===== src/sv/space_vector_pwm_duty_macros.svh =====
// Assertion macros for the space vector PWM duty block.
// Depends on nothing; taken in by the files that assert.
`ifndef SPACE_VECTOR_PWM_DUTY_MACROS_SVH
`define SPACE_VECTOR_PWM_DUTY_MACROS_SVH

// implication checked in the same cycle
`define SVPD_ASSERT_IMP(label, clk, rst_n, ante, cons, msg) \
  label: assert property (@(posedge clk) disable iff (!rst_n) (ante) |-> (cons)) \
    else $error(msg);

// implication whose consequent is checked after the delay given by lat
`define SVPD_ASSERT_LAT(label, clk, rst_n, ante, lat, cons, msg) \
  label: assert property (@(posedge clk) disable iff (!rst_n) (ante) |-> ##(lat) (cons)) \
    else $error(msg);

`endif


===== src/sv/svpd_pkg.sv =====
// Shared types and constants of the space vector PWM duty block.
// Depends on nothing.
package svpd_pkg;

  localparam int unsigned GAIN_W     = 24;
  localparam int unsigned IN_W       = 16;
  localparam int unsigned DUTY_W     = 14;
  localparam logic [GAIN_W-1:0] RESET_GAIN = 24'd945950;
  localparam int unsigned FULL_Q8    = 25600;
  localparam int unsigned HALF_Q8    = 12800;
  localparam int unsigned HALF_SQRT3 = 56756;
  localparam int unsigned PROJ_W     = 34;
  localparam int unsigned PROD_W     = PROJ_W + GAIN_W + 1;
  localparam int unsigned UR_W       = 26;
  localparam int unsigned T_W        = 25;
  localparam int unsigned SUM_W      = 26;
  localparam int unsigned NUM_W      = T_W + 15;
  localparam int unsigned QUOT_W     = 15;
  localparam int unsigned LATENCY    = 7 + QUOT_W;

  typedef enum logic [2:0] {
    SEC_0,
    SEC_1,
    SEC_2,
    SEC_3,
    SEC_4,
    SEC_5
  } sector_e;

  typedef struct packed {
    logic signed [IN_W-1:0] volt_alpha;
    logic signed [IN_W-1:0] volt_beta;
  } svpd_in_t;

  typedef struct packed {
    logic [DUTY_W-1:0] duty_a;
    logic [DUTY_W-1:0] duty_b;
    logic [DUTY_W-1:0] duty_c;
    logic              overmodulated;
  } svpd_out_t;

  typedef struct packed {
    logic    valid;
    sector_e sector;
    logic    over;
  } svpd_ctl_t;

endpackage


===== src/sv/svpd_out.sv =====
// Output stage: quarter-period times, per-sector phase routing, result register.
// Depends on svpd_pkg.
module svpd_out (
  input  logic                                   clk_i,
  input  logic                                   rst_ni,
  input  svpd_pkg::svpd_ctl_t                    ctl_i,
  input  logic [svpd_pkg::QUOT_W-1:0]            t1_i,
  input  logic [svpd_pkg::QUOT_W-1:0]            t2_i,
  output logic                                   strobe_o,
  output svpd_pkg::svpd_out_t                    word_o
);

  localparam int unsigned DUTY_W = svpd_pkg::DUTY_W;
  localparam logic [16:0] FULL17 = 17'(svpd_pkg::FULL_Q8);

  logic [16:0]         sa, sb, sc;
  logic [DUTY_W-1:0]   ta, tb, tc;
  svpd_pkg::svpd_out_t word_d, word_q;
  logic                strobe_q;

  always_comb begin
    sa = FULL17 - {2'b0, t1_i} - {2'b0, t2_i} + 17'd2;
    sb = FULL17 + {2'b0, t1_i} - {2'b0, t2_i} + 17'd2;
    sc = FULL17 + {2'b0, t1_i} + {2'b0, t2_i} + 17'd2;
    ta = sa[2 +: DUTY_W];
    tb = sb[2 +: DUTY_W];
    tc = sc[2 +: DUTY_W];
    word_d.overmodulated = ctl_i.over;
    unique case (ctl_i.sector)
      svpd_pkg::SEC_0: begin
        word_d.duty_a = ta; word_d.duty_b = tb; word_d.duty_c = tc;
      end
      svpd_pkg::SEC_1: begin
        word_d.duty_a = tc; word_d.duty_b = ta; word_d.duty_c = tb;
      end
      svpd_pkg::SEC_2: begin
        word_d.duty_a = tb; word_d.duty_b = ta; word_d.duty_c = tc;
      end
      svpd_pkg::SEC_3: begin
        word_d.duty_a = tb; word_d.duty_b = tc; word_d.duty_c = ta;
      end
      svpd_pkg::SEC_4: begin
        word_d.duty_a = ta; word_d.duty_b = tc; word_d.duty_c = tb;
      end
      default: begin
        word_d.duty_a = tc; word_d.duty_b = tb; word_d.duty_c = ta;
      end
    endcase
  end

  always_ff @(posedge clk_i or negedge rst_ni) begin
    if (!rst_ni) begin
      strobe_q <= 1'b0;
    end else begin
      strobe_q <= ctl_i.valid;
    end
  end

  always_ff @(posedge clk_i) begin
    word_q <= word_d;
  end

  assign strobe_o = strobe_q;
  assign word_o   = word_q;

endmodule


===== config.mk =====
export PLATFORM = sky130hd
export DESIGN_NAME = svpd_out
export DESIGN_NICKNAME = d
export VERILOG_FILES = /design/src/sv/space_vector_pwm_duty_macros.svh /design/src/sv/svpd_pkg.sv /design/src/sv/svpd_out.sv
export SDC_FILE = /design/constraint.sdc
export NUM_CORES = 1
export LEC_CHECK = 0
export BUFFER_PORTS_ARGS = -buffer_cell sky130_fd_sc_hd__buf_2
export CORE_MARGIN = 1
export CORE_UTILIZATION = 40
export CTS_CLUSTER_DIAMETER = 200
export DETAILED_ROUTE_END_ITERATION = 10
export SETUP_SLACK_MARGIN = 0.02
export SLEW_MARGIN = 5
export SYNTH_ARGS = -nofsm -noshare
export SYNTH_HDL_FRONTEND = slang
export SYNTH_SLANG_ARGS = --single-unit

===== constraint.sdc =====
create_clock -name clk_i -period 1.3 [get_ports clk_i]
set_clock_uncertainty 0.2 [all_clocks]
set_input_delay 0.26 -clock clk_i [delete_from_list [all_inputs] [get_ports clk_i]]
set_output_delay 0.26 -clock clk_i [all_outputs]
set_load 0.01 [all_outputs]

==> key figures <==
Pwr
  • Leakage power: 3.95 nW
  • PwrDens: 1110 nW/um^2
  • Worst VDD drop: 1.27 mV

Finish
  • N_diodes: 0
  • Non-Filler Instances: 1,017
  • Area of the multi-input gates: 4580 um^2
  • Fillers: 770
  • Nets: 998
  • Most common cell after layout, fill and taps aside: buf_4
  • Sequential cell area: 886 um^2
  • Layout cells sized above 1: 54.7%
  • Post-layout util: 75.9%
  • Fin area: 8370 um^2
  • Highest-count cells in the layout ignoring fill and taps: 207 x buf_4, 66 x buf_2, 50 x ha_1
  • Synthesis-to-layout area growth: 81.9%

Route
  • Total wire length: 17,300 um
  • Per-cell routed wire length: 17.0 um
  • Antenna viol nets, final: 0
  • Initial DRC count: 293
  • First-pass DRT Iterations: 7
  • Via count: 5,485
  • Avg Vias per Cell: 5.39
  • Drt drc: 0

Synthesis
  • Most area-consuming cells after synthesis: ha_1 22%, dfxtp_1 19%, inv_1 4.4%
  • Synth top area share: 22.3%
  • Syn Nets: 693
  • Number of synthesized register bits: 44
  • Syn Inst Count: 571
  • Sequential share of the synthesized area: 19.2%
  • Asr flop ratio synth: 2.27%
  • Post-synthesis average cell area: 8.06 um^2
  • Synthesized cell area: 4600 um^2
  • Leading area contributor after synthesis: ha_1
  • Dominant synthesized flop cell: dfxtp_1
  • Number of enable flip-flop cells after synthesis: 0
  • Synth unique cells: 71
  • Warnings, synthesis: 0

Timing
  • Worst slew pin tran: 569 ps
  • Final Hold Vio Count: 0
  • Worst Slack Setup Final: -1430 ps
  • Crit share post-route: 210%
  • RSZ-0062 raised after global routing: yes
  • Achievable Freq: 367 MHz
  • Count of pins over their slew limit: 0
  • Post-route minimum period: 2730 ps
  • Setup-failing EPs final: 42
  • Slew Limit Headroom: 61.8%

Clock tree
  • Clock sinks: 44
  • Clk pin slew, worst setup/hold paths: 60 ps
  • Clk root buf: clkbuf_16
  • TritonCTS clock tree: built
  • Total CTS buffers: 5
  • Longest Clk Path Bufs: 2
  • H-tree lvl count: 2

Worst setup path
  • Critical setup path kind: in -> reg
  • Worst path depth: 14
  • Worst Path Max Fanout: 3
  • CP max stage cell: or4_1
  • Max incr delay on CP: 410 ps
  • CP Capture Type: flop
  • CP Buf/Inv Count: 3
  • Startpoint Class: input pin
  • Delay-heaviest family, CP: compound AO/OA/AOI/OAI gates
  • Crit path cell chain: buf_8 > inv_6 > ha_4 > buf_6 > nand2_4 > fa_2 > nand2b_4 > a21oi_4 > o41ai_4 > o2111a_1 > or4_1 > o211ai_1 > o22ai_1 > a21o_1
  • Worst path arrival time: 2720 ps
  • Critical path required time: 1290 ps

GRT
  • Initial antenna violation count: 0
  • Gr ovfl total: 0
  • GR Util met3: 2.15%
  • Global routing usage on met2: 50.4%
  • Vias in the first global route: 5,281
  • First-pass GRT wire length: 25,800 um
  • GRT Util Overall: 28.0%
  • Largest net degree at the start of global routing: 14
  • Grt met1 use: 35.9%
  • Gr busiest metal: met2

Place
  • Placed cell area: 7010 um^2
  • Cell Count Post-Placement: 982
  • Gp weighted congestion: 0.962
  • I/O Buffers: 80
  • Hpwl dp: 13,000 um

Floorplanning
  • Die area: 11,900 um^2
  • Initial core utilization: 41.7%
  • Core Rows: 38
  • Core area: 11,000 um^2
  • I/O pin cnt: 81
  • Die width: 109 um
  • Die H: 109 um

Run status
  • Status: complete, but fails checks
  • Failing checks: negative setup slack

Flow run
  • Max Cap Violations: 0

Hold path
  • Worst hold path type: in -> async
[synthesized netlist by cell type (3+ instances only)]
cell type,n
mux2i_1,3
dfxtp_1,43
and3_1,3
nand2_1,49
o22ai_1,9
o21bai_1,4
fa_1,3
xor2_1,18
a21oi_1,30
a22oi_1,16
o21ai_1,8
clkbuf_1,7
a221o_1,7
nor2b_1,4
o211ai_1,3
buf_6,3
inv_1,54
nor3_1,15
xnor2_1,23
or3_1,7
nand2b_1,7
a31oi_1,5
and2_1,3
nand3_1,12
a21o_1,10
o22a_1,4
o21a_1,4
o21ai_0,31
nor2_1,46
o221ai_1,8
ha_1,82
[area by class of cell]
cell class                      instances  area share (%)
Clock buffer                            6            1.54
Clock inverter                          2           0.418
Inverter                               54            2.87
Multi-Input combinational cell        461            54.7
Sequential cell                        44            10.6
Tap cell                              140            2.09
Timing Repair Buffer                  310            27.9
[metal layers]
layer	vias up	wire (um)	part of all wire (%)
li1	2666	-	-
met1	2626	7540	44
met2	178	8530	49
met3	15	990	5.7
met4	0	241	1.4
met5	-	0	0
[power by group]
part	switching (W)	leakage, nW	total, W	internal (W)
sequential	0.0000790	0.374	0.00182	0.00174
combinational	0.00300	3.50	0.00605	0.00305
clock	0.000498	0.0808	0.00140	0.000903
total	0.00358	3.95	0.00926	0.00569
[final timing paths]
path	startpoint	to	slack, ps
worst max-delay path	t2_i[1]	word_o[14]$_DFF_P_	-1430
worst min-delay path	rst_ni	strobe_o$_DFF_PN0_	70
max in group asynchronous	rst_ni	strobe_o$_DFF_PN0_	750
min in group clk_i	ctl_i[3]	word_o[6]$_DFF_P_	180
[registers in the layout, indices dropped and copies added, names as in the netlist]
| register | cells |
|---|---|
| strobe_o | 1 |
| word_o | 43 |
[cells by family after synthesis]
logic type | count (synthesis) | share of synthesized area (%)
buf+inv | 66 | 5.98
fa+ha+maj | 85 | 23.6
compound gates | 168 | 25.5
xor+xnor | 41 | 7.80
flops | 44 | 19.2
mux | 4 | 0.897
simple gates | 163 | 17.0
[what timing repair did]
item | 4_1_cts | 5_1_grt
hold buffers | 3 | 0
pin swaps | 62 | 37
setup buffers | 12 | 16
endpoints found under the setup margin | 42 | 43
gates resized for setup | 144 | 61
endpoints found under the hold margin | 3 | 0
[per-stage QoR]
step	total power [W]	setup TNS (ps)	hold WS, ps	setup WS, ps
after global placement	0.00662	-61190	-165	-1910
after floorplan	0.00452	-44030	-236	-1600
after detailed placement	0.00670	-62640	-165	-1930
final	0.00926	-45400	70.2	-1430
after CTS	0.00877	-44070	67.7	-1460
after global routing	0.00983	-48590	82.7	-1540
Note: power is estimated with default switching activity, not from simulation.
