### config.mk
export PLATFORM = sky130hd
export DESIGN_NAME = svpd_sector
export DESIGN_NICKNAME = d
export VERILOG_FILES = /design/src/sv/space_vector_pwm_duty_macros.svh /design/src/sv/svpd_pkg.sv /design/src/sv/svpd_sector.sv
export SDC_FILE = /design/constraint.sdc
export NUM_CORES = 1
export LEC_CHECK = 0
export ABC_CLOCK_PERIOD_IN_PS = 4100
export BUFFER_PORTS_ARGS = -buffer_cell sky130_fd_sc_hd__buf_2
export CORE_MARGIN = 3
export CORE_UTILIZATION = 52
export DETAILED_ROUTE_END_ITERATION = 8
export PLACE_DENSITY_LB_ADDON = 0.2
export RECOVER_POWER = 50
export SLEW_MARGIN = 20
export SYNTH_ARGS = -nofsm -noshare
export SYNTH_HDL_FRONTEND = slang
export SYNTH_SLANG_ARGS = --single-unit
### constraint.sdc
create_clock -name clk_i -period 4.1 [get_ports clk_i]
set_input_delay 0.82 -clock clk_i [delete_from_list [all_inputs] [get_ports clk_i]]
set_output_delay 0.82 -clock clk_i [all_outputs]
set_load 0.02 [all_outputs]
### src/sv/space_vector_pwm_duty_macros.svh
// Assertion macros for the space vector PWM duty block.
// Depends on nothing; taken in by the files that assert.
`ifndef SPACE_VECTOR_PWM_DUTY_MACROS_SVH
`define SPACE_VECTOR_PWM_DUTY_MACROS_SVH

// implication checked in the same cycle
`define SVPD_ASSERT_IMP(label, clk, rst_n, ante, cons, msg) \
  label: assert property (@(posedge clk) disable iff (!rst_n) (ante) |-> (cons)) \
    else $error(msg);

// implication whose consequent is checked after the delay given by lat
`define SVPD_ASSERT_LAT(label, clk, rst_n, ante, lat, cons, msg) \
  label: assert property (@(posedge clk) disable iff (!rst_n) (ante) |-> ##(lat) (cons)) \
    else $error(msg);

`endif

### src/sv/svpd_pkg.sv
// Shared types and constants of the space vector PWM duty block.
// Depends on nothing.
package svpd_pkg;

  localparam int unsigned GAIN_W     = 24;
  localparam int unsigned IN_W       = 16;
  localparam int unsigned DUTY_W     = 14;
  localparam logic [GAIN_W-1:0] RESET_GAIN = 24'd945950;
  localparam int unsigned FULL_Q8    = 25600;
  localparam int unsigned HALF_Q8    = 12800;
  localparam int unsigned HALF_SQRT3 = 56756;
  localparam int unsigned PROJ_W     = 34;
  localparam int unsigned PROD_W     = PROJ_W + GAIN_W + 1;
  localparam int unsigned UR_W       = 26;
  localparam int unsigned T_W        = 25;
  localparam int unsigned SUM_W      = 26;
  localparam int unsigned NUM_W      = T_W + 15;
  localparam int unsigned QUOT_W     = 15;
  localparam int unsigned LATENCY    = 7 + QUOT_W;

  typedef enum logic [2:0] {
    SEC_0,
    SEC_1,
    SEC_2,
    SEC_3,
    SEC_4,
    SEC_5
  } sector_e;

  typedef struct packed {
    logic signed [IN_W-1:0] volt_alpha;
    logic signed [IN_W-1:0] volt_beta;
  } svpd_in_t;

  typedef struct packed {
    logic [DUTY_W-1:0] duty_a;
    logic [DUTY_W-1:0] duty_b;
    logic [DUTY_W-1:0] duty_c;
    logic              overmodulated;
  } svpd_out_t;

  typedef struct packed {
    logic    valid;
    sector_e sector;
    logic    over;
  } svpd_ctl_t;

endpackage

### src/sv/svpd_sector.sv
// Sector stages: sector pick, active times, their sum and scaled numerators.
// Depends on svpd_pkg.
module svpd_sector (
  input  logic                                   clk_i,
  input  logic                                   rst_ni,
  input  logic                                   valid_i,
  input  logic signed [svpd_pkg::UR_W-1:0]       ur1_i,
  input  logic signed [svpd_pkg::UR_W-1:0]       ur2_i,
  input  logic signed [svpd_pkg::UR_W-1:0]       ur3_i,
  output svpd_pkg::svpd_ctl_t                    ctl_o,
  output logic [svpd_pkg::T_W-1:0]               t1_o,
  output logic [svpd_pkg::T_W-1:0]               t2_o,
  output logic [svpd_pkg::SUM_W-1:0]             sum_o,
  output logic [svpd_pkg::NUM_W-1:0]             n1_o,
  output logic [svpd_pkg::NUM_W-1:0]             n2_o
);

  localparam int unsigned T_W   = svpd_pkg::T_W;
  localparam int unsigned SUM_W = svpd_pkg::SUM_W;
  localparam int unsigned NUM_W = svpd_pkg::NUM_W;
  localparam int unsigned UR_W  = svpd_pkg::UR_W;

  logic               pos1, pos2, pos3;
  logic [T_W-1:0]     t1_d, t2_d, t1_q, t2_q, t1b_q, t2b_q;
  logic [SUM_W-1:0]   sum_d, sum_q, sumb_q;
  svpd_pkg::sector_e  sec_d;
  svpd_pkg::svpd_ctl_t ctl_q, ctlb_q;
  logic [NUM_W-1:0]   n1_q, n2_q;

  assign pos1 = !ur1_i[UR_W-1] && (ur1_i != '0);
  assign pos2 = !ur2_i[UR_W-1] && (ur2_i != '0);
  assign pos3 = !ur3_i[UR_W-1] && (ur3_i != '0);

  always_comb begin
    if (pos1) begin
      if (pos2) begin
        t1_d = T_W'(ur2_i);  t2_d = T_W'(ur1_i);  sec_d = svpd_pkg::SEC_0;
      end else if (pos3) begin
        t1_d = T_W'(ur1_i);  t2_d = T_W'(ur3_i);  sec_d = svpd_pkg::SEC_1;
      end else begin
        t1_d = T_W'(-ur2_i); t2_d = T_W'(-ur3_i); sec_d = svpd_pkg::SEC_2;
      end
    end else begin
      if (pos2) begin
        if (pos3) begin
          t1_d = T_W'(ur3_i);  t2_d = T_W'(ur2_i);  sec_d = svpd_pkg::SEC_3;
        end else begin
          t1_d = T_W'(-ur3_i); t2_d = T_W'(-ur1_i); sec_d = svpd_pkg::SEC_4;
        end
      end else begin
        t1_d = T_W'(-ur1_i); t2_d = T_W'(-ur2_i); sec_d = svpd_pkg::SEC_5;
      end
    end
    sum_d = SUM_W'(t1_d) + SUM_W'(t2_d);
  end

  always_ff @(posedge clk_i or negedge rst_ni) begin
    if (!rst_ni) begin
      ctl_q  <= '0;
      ctlb_q <= '0;
    end else begin
      ctl_q.valid  <= valid_i;
      ctl_q.sector <= sec_d;
      ctl_q.over   <= sum_d > SUM_W'(svpd_pkg::FULL_Q8);
      ctlb_q       <= ctl_q;
    end
  end

  always_ff @(posedge clk_i) begin
    t1_q   <= t1_d;
    t2_q   <= t2_d;
    sum_q  <= sum_d;
    t1b_q  <= t1_q;
    t2b_q  <= t2_q;
    sumb_q <= sum_q;
    n1_q   <= NUM_W'(t1_q) * NUM_W'(svpd_pkg::FULL_Q8);
    n2_q   <= NUM_W'(t2_q) * NUM_W'(svpd_pkg::FULL_Q8);
  end

  assign ctl_o = ctlb_q;
  assign t1_o  = t1b_q;
  assign t2_o  = t2b_q;
  assign sum_o = sumb_q;
  assign n1_o  = n1_q;
  assign n2_o  = n2_q;

endmodule

==> impl_summary.txt, run 1 <==
----------------------------------------------------
[Logic synthesis]
  Number of flops mapped to enable cells by yosys ... 0
  Proportion of synthesized chip area in sequential cells ... 0.302
  Most used flip-flop cell after synthesis ... dfxtp_1
  Post-Synthesis Mean Instance Area ... 8.68 µm²
  Main area contributors after synthesis ... dfxtp_1 28%, ha_1 16%, inv_1 5.9%
  Post-synth ARST share ... 0.0463
  Mapped cell area ... about 14000 µm²
  Top-area cell type share of the netlist area ... 0.285
  Number of cells produced by synthesis ... about 1700
  Total number of yosys warnings ... 0
  Distinct cell type count of the synthesized netlist ... a little over 80
  Post-synthesis register bit count ... 216
  Cell taking the most area after synthesis ... dfxtp_1

[Clock network]
  TritonCTS clock tree ... yes
  Number of clock sinks ... roughly 220
  Largest buffer count on any clock path ... 3
  Root buffer cell ... clkbuf_16
  TritonCTS buffer count ... 24
  # H-tree levels ... 1
  Worst-path clk slew ... approximately 70 ps
  Worst-skew pair later-pin latency ... roughly 520 ps

[STA]
  Setup repair after global routing missed its margin ... true
  Number of setup violations in the final report ... 25
  Final hold slack ... 309 ps
  Setup clock skew after layout ... approximately 15 ps
  PnR worst setup slack ... -2090 ps
  Total Neg Setup Slack ... -24300 ps
  Hold Violations, Final ... 0
  Transition time at the pin with the least slew margin ... approximately 670 ps
  Period utilization ... 1.51
  Max-slew headroom at the worst pin ... 0.551
  Minimum clock period ... slightly above 6000 ps
  Slew Limit Fails ... 0
  Maximum clock rate ... ~0.16 GHz

[Final layout]
  Fill cell total of the finished layout ... ~2000
  Synth-to-Final Area Change ... 43.6%
  ANT cells ... 0
  Number of nets at the end of the flow ... 2592
  Area taken by multi-input logic gates ... roughly 9900 µm²
  Area used by sequential logic in the layout ... ~4400 µm²
  Proportion of layout cells with a drive suffix above 1 ... 0.339

[Drt]
  First-pass iteration count of the detailed router ... 5
  Routed vias ... about 14000
  Routed wire length ... around 46000 µm
  Post-route DRC ... 0
  Vias per cell ... 5.42
  Remaining antenna violation count after routing ... 0
  Iter 0 DRT Violations ... 1263
  Average detailed-routed wire length per instance ... between 15 and 20 µm

[Placement]
  Routability cong. ... about 1
  # port buffers ... about 220
  HPWL after detailed placement ... 34900 µm

[Critical path]
  Element type at the critical path start ... input pin
  Reg-to-reg setup timing slack ... roughly 140 ps
  Combined buffer and inverter count along the critical path ... 7
  Most frequent CP cell ... buf_6
  Worst Setup Path Type ... in2reg
  Critical path data required time ... roughly 4500 ps
  Element type at the critical path end ... flip-flop
  Largest delay share family, worst path ... simple AND/OR/NAND/NOR gates
  Biggest cell delay along the critical path ... roughly 550 ps
  Crit path max fanout ... 4
  Cell count of the worst reg-to-reg path ... 16
  Critical register-to-register path startpoint ... t1_q[2]$_DFF_P_
  Signal arrival time at the worst endpoint ... between 6000 and 7000 ps
  Cell count along the critical path ... 26
  Slowest cell on crit path ... or4_1
  Capture point of the worst reg-to-reg path ... n1_o[38]$_DFF_P_

[Power and ir drop]
  Static Leak ... about 0.01 µW
  Worst vdd ir ... about 460 µV
  Power Dens Cells ... about 560 nW/µm²

[GRT]
  Antenna violations before repair ... 1
  GRT Total Usage ... 0.285
  Wire length of the first global-routing pass ... about 70000 µm
  Remaining Overflow, GRT ... 0
  Pin count of the biggest net entering global routing ... 46
  Vias in the first global route ... between 10000 and 15000

[Floorplan]
  X dimension of the die ... 173 µm
  Starting Density ... 0.533
  Ports ... about 240
  Floorplan core area ... about 27000 µm²
  Number of cell rows ... 60
  Floorplan die area ... about 30000 µm²
  Floorplan die height ... about 170 µm

[Worst hold path]
  Worst hold path type ... in2async

[Flow run]
  Number of violations of the max-capacitance limit ... 0

[Status]
  Violations in the final reports ... negative setup slack
  Result of the run ... finished, violations left

----------------------------------------------------
==> sequential cells by signal, summed over array words and instances, names as in the netlist <==
| register | cells |
|---|---|
| ctl_o | 5 |
| ctl_q | 5 |
| n1_o | 27 |
| n2_o | 27 |
| sum_o | 26 |
| sum_q | 26 |
| t1_o | 25 |
| t1_q | 25 |
| t2_o | 25 |
| t2_q | 25 |
==> what timing repair did <==
action	4_1_cts	5_1_grt
buffers inserted	40	25
hold buffers	0	0
gates resized for setup	109	89
endpoints found under the setup margin	33	36
pin swaps	61	68
cloned	1	0
==> through the flow <==
stage,utilization,total power (µW),cell area [µm²],cells,setup slack [ps]
floorplan,-,6850,14700,1687,-1980
global placement,0.687,8770,18700,2573,-2600
detailed placement,0.687,8940,18700,2573,-2770
CTS,0.747,11400,20300,2653,-2010
global route,0.765,12400,20800,2671,-2260
finish,0.765,11600,20800,2671,-2090
==> cell usage after synthesis (9+ instances only) <==
library cell,number
a21o_1,31
inv_1,228
or3_1,23
o21bai_1,11
a211oi_1,18
xor2_1,48
or2_2,9
a31oi_1,9
o31ai_1,21
nor2_1,94
clkbuf_1,36
o21ai_0,102
nand4_1,9
dfxtp_1,206
nor3_1,48
dfrtp_1,10
o211ai_1,18
o22ai_1,15
or4_1,14
nor2b_1,11
nand2_1,81
a21oi_1,135
fa_1,41
nand3_1,17
buf_4,28
o21ai_1,10
buf_2,9
xnor2_1,65
ha_1,186
nor4_1,11
==> layout make-up <==
class / instances / area share
clock buffer: 28 / 0.0311
clock inverter: 13 / 0.00638
inverter: 228 / 0.0424
multi-input combinational: 1163 / 0.475
sequential: 216 / 0.210
tap: 372 / 0.0224
timing repair buffer: 651 / 0.212
==> how the worst max path moves through the flow <==
stage / slack [ps] / endpoint / start
CTS: -2010 / ctl_q[0]$_DFF_PN0_ / ur3_i[0]
finish: -2090 / ctl_q[0]$_DFF_PN0_ / ur3_i[1]
global placement: -2600 / ctl_q[0]$_DFF_PN0_ / ur3_i[1]
detailed placement: -2770 / ctl_q[0]$_DFF_PN0_ / ur3_i[1]
floorplan: -1980 / ctl_q[0]$_DFF_PN0_ / ur3_i[1]
global route: -2260 / ctl_q[0]$_DFF_PN0_ / ur3_i[1]
==> cell families (layout without fill, tap and decap cells) <==
family / after synthesis / count (layout) / share of synthesized area
AOI/OAI and AO/OA: 442 / 442 / 0.195
xor gates and xnor gates: 113 / 113 / 0.0684
adders and majority gates: 227 / 227 / 0.217
buffers and inverters: 308 / 920 / 0.0900
DFF: 216 / 216 / 0.302
muxes: 4 / 4 / 0.00285
other: 1 / 20 / 0.000259
and+or+nand+nor: 357 / 357 / 0.124
==> layout by cell type (no fill, tap or decap), types with 11 or more instances in the layout <==
cell,instances
buf_4,396
inv_1,225
dfxtp_1,206
ha_1,174
buf_2,145
a21oi_1,116
nor2_1,84
o21ai_0,80
clkbuf_1,80
nand2_1,78
xnor2_1,57
xor2_1,41
fa_1,40
nor3_1,35
a21o_1,31
clkbuf_16,24
or3_1,22
o21ai_1,20
conb_1,20
buf_6,20
a21oi_2,19
o211ai_1,18
o31ai_1,16
nand3_1,15
or4_1,14
nor3_2,11
o21ai_2,11
o22ai_1,11
==> power breakdown <==
group          internal [µW]  leakage, µW  switching [µW]
Clock                   1210     0.000385             894
Sequential              2770      0.00185             242
Combinational           2900      0.00793            3620
Total                   6880       0.0102            4750
==> layer usage <==
layer	track usage	wire, µm	up-vias
met5	0	13	-
met1	0.385	19900	6662
li1	-	-	6978
met4	0.109	1860	2
met3	0.0498	3670	132
met2	0.458	20700	693
Power figures use the tool's default switching activity.
==> run 2, diff against run 1 <==
--- a/config.mk
+++ b/config.mk
@@ -14,2 +14,3 @@
 export RECOVER_POWER = 50
+export REMOVE_ABC_BUFFERS = 1
 export SLEW_MARGIN = 20
==> constraint.sdc (replaced) <==
create_clock -name clk_i -period 4.1 [get_ports clk_i]
set_input_delay 0.41 -clock clk_i [delete_from_list [all_inputs] [get_ports clk_i]]
set_output_delay 0.41 -clock clk_i [all_outputs]
set_load 0.02 [all_outputs]
==> run 2 against run 1 <==
Clock skew is 8.3 ps higher. The run still ends with negative setup slack left. Critical path depth shrank 2. Sequential share of layout area is 0.38 points lower. Highest routed layer is now met4. Via count rose by 2.5%. Die area is the same. Final area increased by 1.8%. First-iteration DRC count is 12% higher. Combinational power rose by 6.1%. Utilization increased by 1.4 points. Maximum frequency rose by 5.7%. Critical endpoint unchanged.
==> impl_summary.txt, run 2 (synthesis results as in run 1) <==
----------------------------------------------------
[Final layout]
  ANT cells ... 0 (unchanged)
  Number of nets at the end of the flow ... 2597 (+0.19%)
  Most frequent cells in the layout ... 391 x buf_4, 225 x inv_1, 206 x dfxtp_1, 166 x ha_1, 142 x buf_2
  Area taken by multi-input logic gates ... 10200 µm² (+2.8%)
  Fill cell total of the finished layout ... 1952 (-0.31%)
  Area used by sequential logic in the layout ... 4370 µm² (unchanged)
  Synth-to-Final Area Change ... 46.2%
  Core occupancy in the finished layout ... 0.779 (+0.0141)
  Leading cell type in the layout, fill and taps excluded ... buf_4
  Proportion of layout cells with a drive suffix above 1 ... 0.352 (+0.0130)

[STA]
  Slew Limit Fails ... 0 (unchanged)
  Hold Violations, Final ... 0 (unchanged)
  PnR worst setup slack ... -1760 ps (+334 ps)
  Setup clock skew after layout ... 23.3 ps (+8.26 ps)
  Max-slew headroom at the worst pin ... 0.604 (+0.0534)
  Transition time at the pin with the least slew margin ... 594 ps (-80.2 ps)
  Period utilization ... 1.43 (-0.0814)
  Total Neg Setup Slack ... -15400 ps (+8900 ps)
  Setup repair after global routing missed its margin ... true
  Number of setup violations in the final report ... 26 (+4.0%)
  Final hold slack ... 326 ps (+17.0 ps)
  Maximum clock rate ... 0.171 GHz (+5.7%)
  Minimum clock period ... 5860 ps (-334 ps)

[Power and ir drop]
  Final Total Pwr ... 12100 µW (+3.7%)
  Worst vdd ir ... 362 µV (-21%)
  Static Leak ... 0.0102 µW (+0.80%)
  Power Dens Cells ... 570 nW/µm² (+1.9%)

[Floorplan]
  Floorplan die height ... 173 µm (unchanged)
  Number of cell rows ... 60 (unchanged)
  X dimension of the die ... 173 µm (unchanged)
  Ports ... 242 (unchanged)
  Floorplan core area ... 27200 µm² (unchanged)
  Starting Density ... 0.533 (unchanged)
  Floorplan die area ... 29900 µm² (unchanged)

[GRT]
  Wire length of the first global-routing pass ... 74300 µm (+6.2%)
  Antenna violations before repair ... 0 (-1)
  GRT Total Usage ... 0.301 (+0.0157)
  Vias in the first global route ... 14200 (+3.8%)
  Remaining Overflow, GRT ... 0 (unchanged)
  Pin count of the biggest net entering global routing ... 50 (+8.7%)

[Status]
  Violations in the final reports ... negative setup slack
  Result of the run ... finished, violations left

[Clock network]
  Worst-path clk slew ... 70 ps (about the same)
  # H-tree levels ... 1 (unchanged)
  Worst-skew pair later-pin latency ... 530 ps (about the same)
  TritonCTS clock tree ... yes
  Largest buffer count on any clock path ... 3 (unchanged)
  TritonCTS buffer count ... 23 (-4.2%)
  Root buffer cell ... clkbuf_16
  Number of clock sinks ... 216 (unchanged)

[Placement]
  # port buffers ... 221 (unchanged)
  Worst setup slack before clock tree synthesis ... -2430 ps (+342 ps)
  Routability cong. ... 0.978 (+0.50%)
  HPWL after detailed placement ... 35800 µm (+2.7%)

[Drt]
  Routed vias ... 14800 (+2.5%)
  Post-route DRC ... 0 (unchanged)
  Vias per cell ... 5.54 (+2.3%)
  First-pass iteration count of the detailed router ... 6 (+1)
  Iter 0 DRT Violations ... 1410 (+12%)
  Average detailed-routed wire length per instance ... 18.8 µm (+8.7%)
  Remaining antenna violation count after routing ... 0 (unchanged)
  Routed wire length ... 50200 µm (+8.9%)

[Flow run]
  Number of violations of the max-capacitance limit ... 0 (unchanged)

[Critical path]
  Capture point of the worst reg-to-reg path ... n1_o[33]$_DFF_P_
  Crit path max fanout ... 6 (+2)
  Cell count of the worst reg-to-reg path ... 18 (+2)
  Signal arrival time at the worst endpoint ... 6230 ps (-330 ps)
  Worst Setup Path Type ... in2reg
  Reg-to-reg setup timing slack ... -80 ps (-220 ps)
  Element type at the critical path start ... input pin
  Critical register-to-register path startpoint ... t1_q[3]$_DFF_P_
  Critical path data required time ... 4480 ps (about the same)
  Element type at the critical path end ... flip-flop

[Worst hold path]
  Startpoint of the most critical hold path ... sum_q[19]$_DFF_P_
  Count of cells along the worst hold path ... 0
  Worst hold path type ... reg2reg
  Hold Path Sink ... sum_o[19]$_DFF_P_

----------------------------------------------------
run 2: cell types whose count changed in the layout (fill, tap and decap cells not counted), sizes merged:
cell         delta
clkbuf          +2
dlygate4sd3     +2
inv             +3
clkinv          -1
buf             -1
bufinv          +1
run 2: power by group:
group          switching (µW)  internal (µW)
combinational            3840           3080
sequential                264           2770
clock                     914           1200
run 2: worst max-delay path by stage:
| stage | end | start | cells after the start | slack (ps) |
|---|---|---|---|---|
| after floorplan | ctl_q[0]$_DFF_PN0_ | ur2_i[0] | 20 | -4240 |
| after global placement | ctl_q[0]$_DFF_PN0_ | ur3_i[0] | 23 | -2220 |
| after detailed placement | ctl_q[0]$_DFF_PN0_ | ur3_i[0] | 23 | -2430 |
| after CTS | ctl_q[0]$_DFF_PN0_ | ur3_i[1] | 23 | -1710 |
| after global routing | ctl_q[0]$_DFF_PN0_ | ur3_i[0] | 24 | -1880 |
| final | ctl_q[0]$_DFF_PN0_ | ur3_i[0] | 24 | -1760 |
run 2: critical path: stages:
cell and delay, ps:
buf_6 100, inv_4 50, ha_4 130, or4b_4 480, or4_4 510, or3_4 410
o31a_4 430, buf_12 170, nor2_4 100, xor2_2 180, nor2_1 80, o22ai_2 230
ha_4 260, buf_6 120, o21ai_4 170, o21bai_4 100, a21oi_2 210, xnor2_2 110
or4b_4 550, o41a_1 380, o311ai_2 280, buf_4 170, nand3b_1 100, or4_1 490
run 2: cell type report:
type	count	area share
Timing Repair Buffer	657	0.215
Tap cell	372	0.0220
Multi-Input combinational cell	1163	0.480
Clock inverter	16	0.00798
Clock buffer	25	0.0280
Inverter	228	0.0407
Sequential cell	216	0.207
run 2: timing repair:
item	4_1_cts	5_1_grt
pin swaps	75	107
setup endpoints to repair	29	37
gates cloned	3	1
hold buffers	1	1
endpoints found under the hold margin	10	1
resized for setup	159	136
buffers inserted	51	21
run 2: per-stage QoR:
step,std cells,instance area (µm²)
2_1_floorplan,1607,14100
3_3_place_gp,2572,18500
3_5_place_dp,2572,18500
4_1_cts,2662,20500
5_1_grt,2677,21200
6_report,2677,21200
run 2: metal layers:
metal / routed length (µm) / global-route usage / up-vias
li1: - / - / 7001
met1: 21000 / 0.396 / 7045
met2: 24300 / 0.523 / 654
met3: 3070 / 0.0310 / 128
met4: 1850 / 0.0892 / 0
met5: 0 / 0 / -
==> run 3, diff against run 2 <==
ABC_AREA = 1   (was unset)
ABC_CLOCK_PERIOD_IN_PS = 5400   (was 4100)
CORE_UTILIZATION = 59   (was 52)
clock period = 5.4 ns   (was 4.1 ns; I/O delays follow)
==> run 3 against run 2 <==
The run now ends clean. Non-clock buffer count is 420 lower. Power is 30% lower. Setup slack improved by 2800 ps. Die area shrank 0.98%. Sequential cell count unchanged. Global-route usage is 1.5 points higher. Area after synthesis is 12% higher. Worst hold slack worse by 210 ps. Final cell count grew 8.0%. Combinational power down 38%. Routed wire length decreased by 4.1%. Clock-buffer cell count increased by 4. Critical endpoint unchanged. Largest cell class unchanged.
==> impl_summary.txt, run 3 <==
----------------------------------------------------
[Status]
  Result of the run ... complete, no violations

[Drt]
  Average detailed-routed wire length per instance ... 16.7 µm (-11%)
  Routed vias ... 15500 (+4.4%)
  Remaining antenna violation count after routing ... 0 (unchanged)
  Iter 0 DRT Violations ... 1302 (-7.7%)
  Vias per cell ... 5.35 (-3.3%)
  First-pass iteration count of the detailed router ... 6 (unchanged)
  Post-route DRC ... 0 (unchanged)
  Routed wire length ... 48200 µm (-4.1%)

[Clock network]
  Worst-path clk slew ... 60 ps (about the same)
  TritonCTS buffer count ... 24 (+4.3%)
  Worst-skew pair later-pin latency ... 540 ps (about the same)
  Total setup buffers inserted after CTS ... 0 (-100%)
  # H-tree levels ... 1 (unchanged)
  Largest buffer count on any clock path ... 3 (unchanged)
  Root buffer cell ... clkbuf_16
  TritonCTS clock tree ... yes
  Number of clock sinks ... 216 (unchanged)

[Critical path]
  Critical path data required time ... 5830 ps (+1350 ps)
  Worst setup path startpoint ... ur1_i[0]
  Biggest cell delay along the critical path ... 460 ps (-90 ps)
  Combined buffer and inverter count along the critical path ... 6 (+1)
  Crit path max fanout ... 36 (+30)
  Critical register-to-register path startpoint ... t1_q[9]$_DFF_P_
  Worst Setup Path Type ... in2reg
  Slowest cell on crit path ... nor3_2
  Element type at the critical path start ... input pin
  Element type at the critical path end ... flip-flop
  Largest delay share family, worst path ... simple AND/OR/NAND/NOR gates
  Reg-to-reg setup timing slack ... 1800 ps (+1880 ps)
  Signal arrival time at the worst endpoint ... 4740 ps (-1490 ps)
  Most frequent CP cell ... nand2_1

[Floorplan]
  Floorplan die height ... 172 µm (-0.49%)
  Number of cell rows ... 60 (unchanged)
  Starting Density ... 0.601 (+0.0689)
  Ports ... 242 (unchanged)
  Floorplan die area ... 29600 µm² (-0.98%)
  Floorplan core area ... 27000 µm² (-0.55%)
  X dimension of the die ... 172 µm (-0.49%)

[Worst hold path]
  Worst hold path type ... in2reg
  Startpoint of the most critical hold path ... valid_i

[STA]
  Hold Violations, Final ... 0 (unchanged)
  Max-slew headroom at the worst pin ... 0.371 (-0.233)
  Maximum clock rate ... approximately 0.23 GHz
  Number of setup violations in the final report ... 0 (-100%)
  Transition time at the pin with the least slew margin ... 935 ps (+341 ps)
  Minimum clock period ... between 4000 and 5000 ps
  PnR worst setup slack ... 1090 ps (+2840 ps)
  Period utilization ... 0.798
  Slew Limit Fails ... 0 (unchanged)
  Setup repair after global routing missed its margin ... false
  Setup clock skew after layout ... 20.4 ps (-2.96 ps)

[Power and ir drop]
  Worst vdd ir ... 371 µV (+2.5%)
  Final Total Pwr ... 8410 µW (-30%)
  Static Leak ... 0.0101 µW (-1.5%)
  Power Dens Cells ... 459 nW/µm² (-19%)

[Logic synthesis]
  Leading cell type by number of instances after synthesis ... nand2_1
  Proportion of synthesized chip area in sequential cells ... 0.269 (-0.0331)
  Top-area cell type share of the netlist area ... 0.254 (-0.0312)
  Post-Synthesis Mean Instance Area ... 7.02 µm² (-19%)
  Post-synth ARST share ... 0.0463 (unchanged)
  Post-synthesis register bit count ... 216 (unchanged)
  Mapped cell area ... 16300 µm² (+12%)
  Distinct cell type count of the synthesized netlist ... 55 (-34%)
  Main area contributors after synthesis ... dfxtp_1 25%, ha_1 14%, nand2_1 13%
  Total number of yosys warnings ... 0 (unchanged)
  Number of cells produced by synthesis ... 2315 (+39%)
  Number of flops mapped to enable cells by yosys ... 0 (unchanged)
  Most used flip-flop cell after synthesis ... dfxtp_1
  Cell taking the most area after synthesis ... dfxtp_1
  List of most frequent post-synthesis cells ... 549 x nand2_1, 462 x inv_1, 206 x dfxtp_1

[GRT]
  GRT Total Usage ... 0.316 (+0.0149)
  Vias in the first global route ... 14400 (+1.3%)
  Antenna violations before repair ... 0 (unchanged)
  Remaining Overflow, GRT ... 0 (unchanged)
  Wire length of the first global-routing pass ... 74200 µm (about the same)
  Pin count of the biggest net entering global routing ... 45 (-10%)

[Final layout]
  Most frequent cells in the layout ... 549 x nand2_1, 462 x inv_1, 206 x dfxtp_1, 190 x nand3_1, 186 x ha_1
  Number of nets at the end of the flow ... 2840 (+9.4%)
  Area taken by multi-input logic gates ... 9730 µm² (-4.2%)
  Leading cell type in the layout, fill and taps excluded ... nand2_1
  Proportion of layout cells with a drive suffix above 1 ... 0.0879 (-0.264)
  Synth-to-Final Area Change ... 12.7%
  Area used by sequential logic in the layout ... 4370 µm² (unchanged)
  Fill cell total of the finished layout ... 2484 (+27%)

[Flow run]
  Number of violations of the max-capacitance limit ... 0 (unchanged)

[Placement]
  Routability cong. ... 0.965 (-1.2%)
  Worst setup slack before clock tree synthesis ... 603 ps (+3030 ps)
  HPWL after detailed placement ... 39300 µm (+9.8%)
  # port buffers ... 221 (unchanged)

----------------------------------------------------
[run 3: cell types whose count changed in the layout (fill, tap and decap cells not counted), moves of 25 or more]
cell	delta
nand3_1	+174
a21oi_2	-28
inv_1	+237
buf_4	-377
nor2_1	+85
nand2_1	+473
xor2_1	+42
nand4_1	+25
xnor2_1	-35
[run 3: area by class of cell]
| cell class | count | share of cell area |
|---|---|---|
| repair buffers | 237 | 0.0617 |
| clock buffers | 29 | 0.0349 |
| inverters | 471 | 0.0967 |
| flip-flops and latches | 216 | 0.239 |
| well taps | 341 | 0.0233 |
| clock inverters | 14 | 0.0135 |
| diodes | 1 | 0.000137 |
| multi-input cells | 1582 | 0.531 |
[run 3: timing repair]
action	in CTS	in global routing
hold endpoints to repair	10	0
hold buffers	1	0
gates resized for setup	0	0
[run 3: path summary, 6_finish.rpt]
path,depth (start not counted),to
min reg2reg,0,sum_o[14]$_DFF_P_
max reg2reg,15,n1_o[35]$_DFF_P_
max,26,ctl_q[0]$_DFF_PN0_
max in group asynchronous,2,ctl_o[2]$_DFF_PN0_
min,1,ctl_q[4]$_DFF_PN0_
min in group asynchronous,2,ctl_o[0]$_DFF_PN0_
[run 3: where the power goes]
part	internal [µW]	switching (µW)	total [µW]	leakage, µW
clock network	1140	694	1830	0.000436
registers	2080	185	2270	0.00185
logic	1470	2850	4310	0.00780
[run 3: stage by stage]
| step | instance area (µm²) | TNS [ps] | instances | hold slack, ps | util |
|---|---|---|---|---|---|
| CTS | 18400 | 0 | 2890 | 107 | 0.682 |
| finish | 18300 | 0 | 2891 | 118 | 0.678 |
| floorplan | 15900 | -0.928 | 2269 | 244 | - |
| detailed placement | 17500 | 0 | 2846 | 312 | 0.649 |
| global placement | 17500 | 0 | 2846 | 311 | 0.649 |
| global route | 18300 | 0 | 2890 | 116 | 0.678 |
[run 3: routing by layer]
metal,routed length (µm),global-route usage,part of all wire,vias up
met4,2010,0.117,0.042,0
met5,0,0,0,-
met3,3930,0.0476,0.082,107
met1,21000,0.432,0.44,7018
li1,-,-,-,7636
met2,21200,0.508,0.44,719
[run 3: kinds of logic after synthesis]
group / count (synthesis) / share of synthesized area
simple gates: 991 / 0.260
buf+inv: 536 / 0.137
compound gates: 239 / 0.0830
fa+ha+maj: 227 / 0.194
flops: 216 / 0.269
xor+xnor: 105 / 0.0566
other cells: 1 / 0.000231
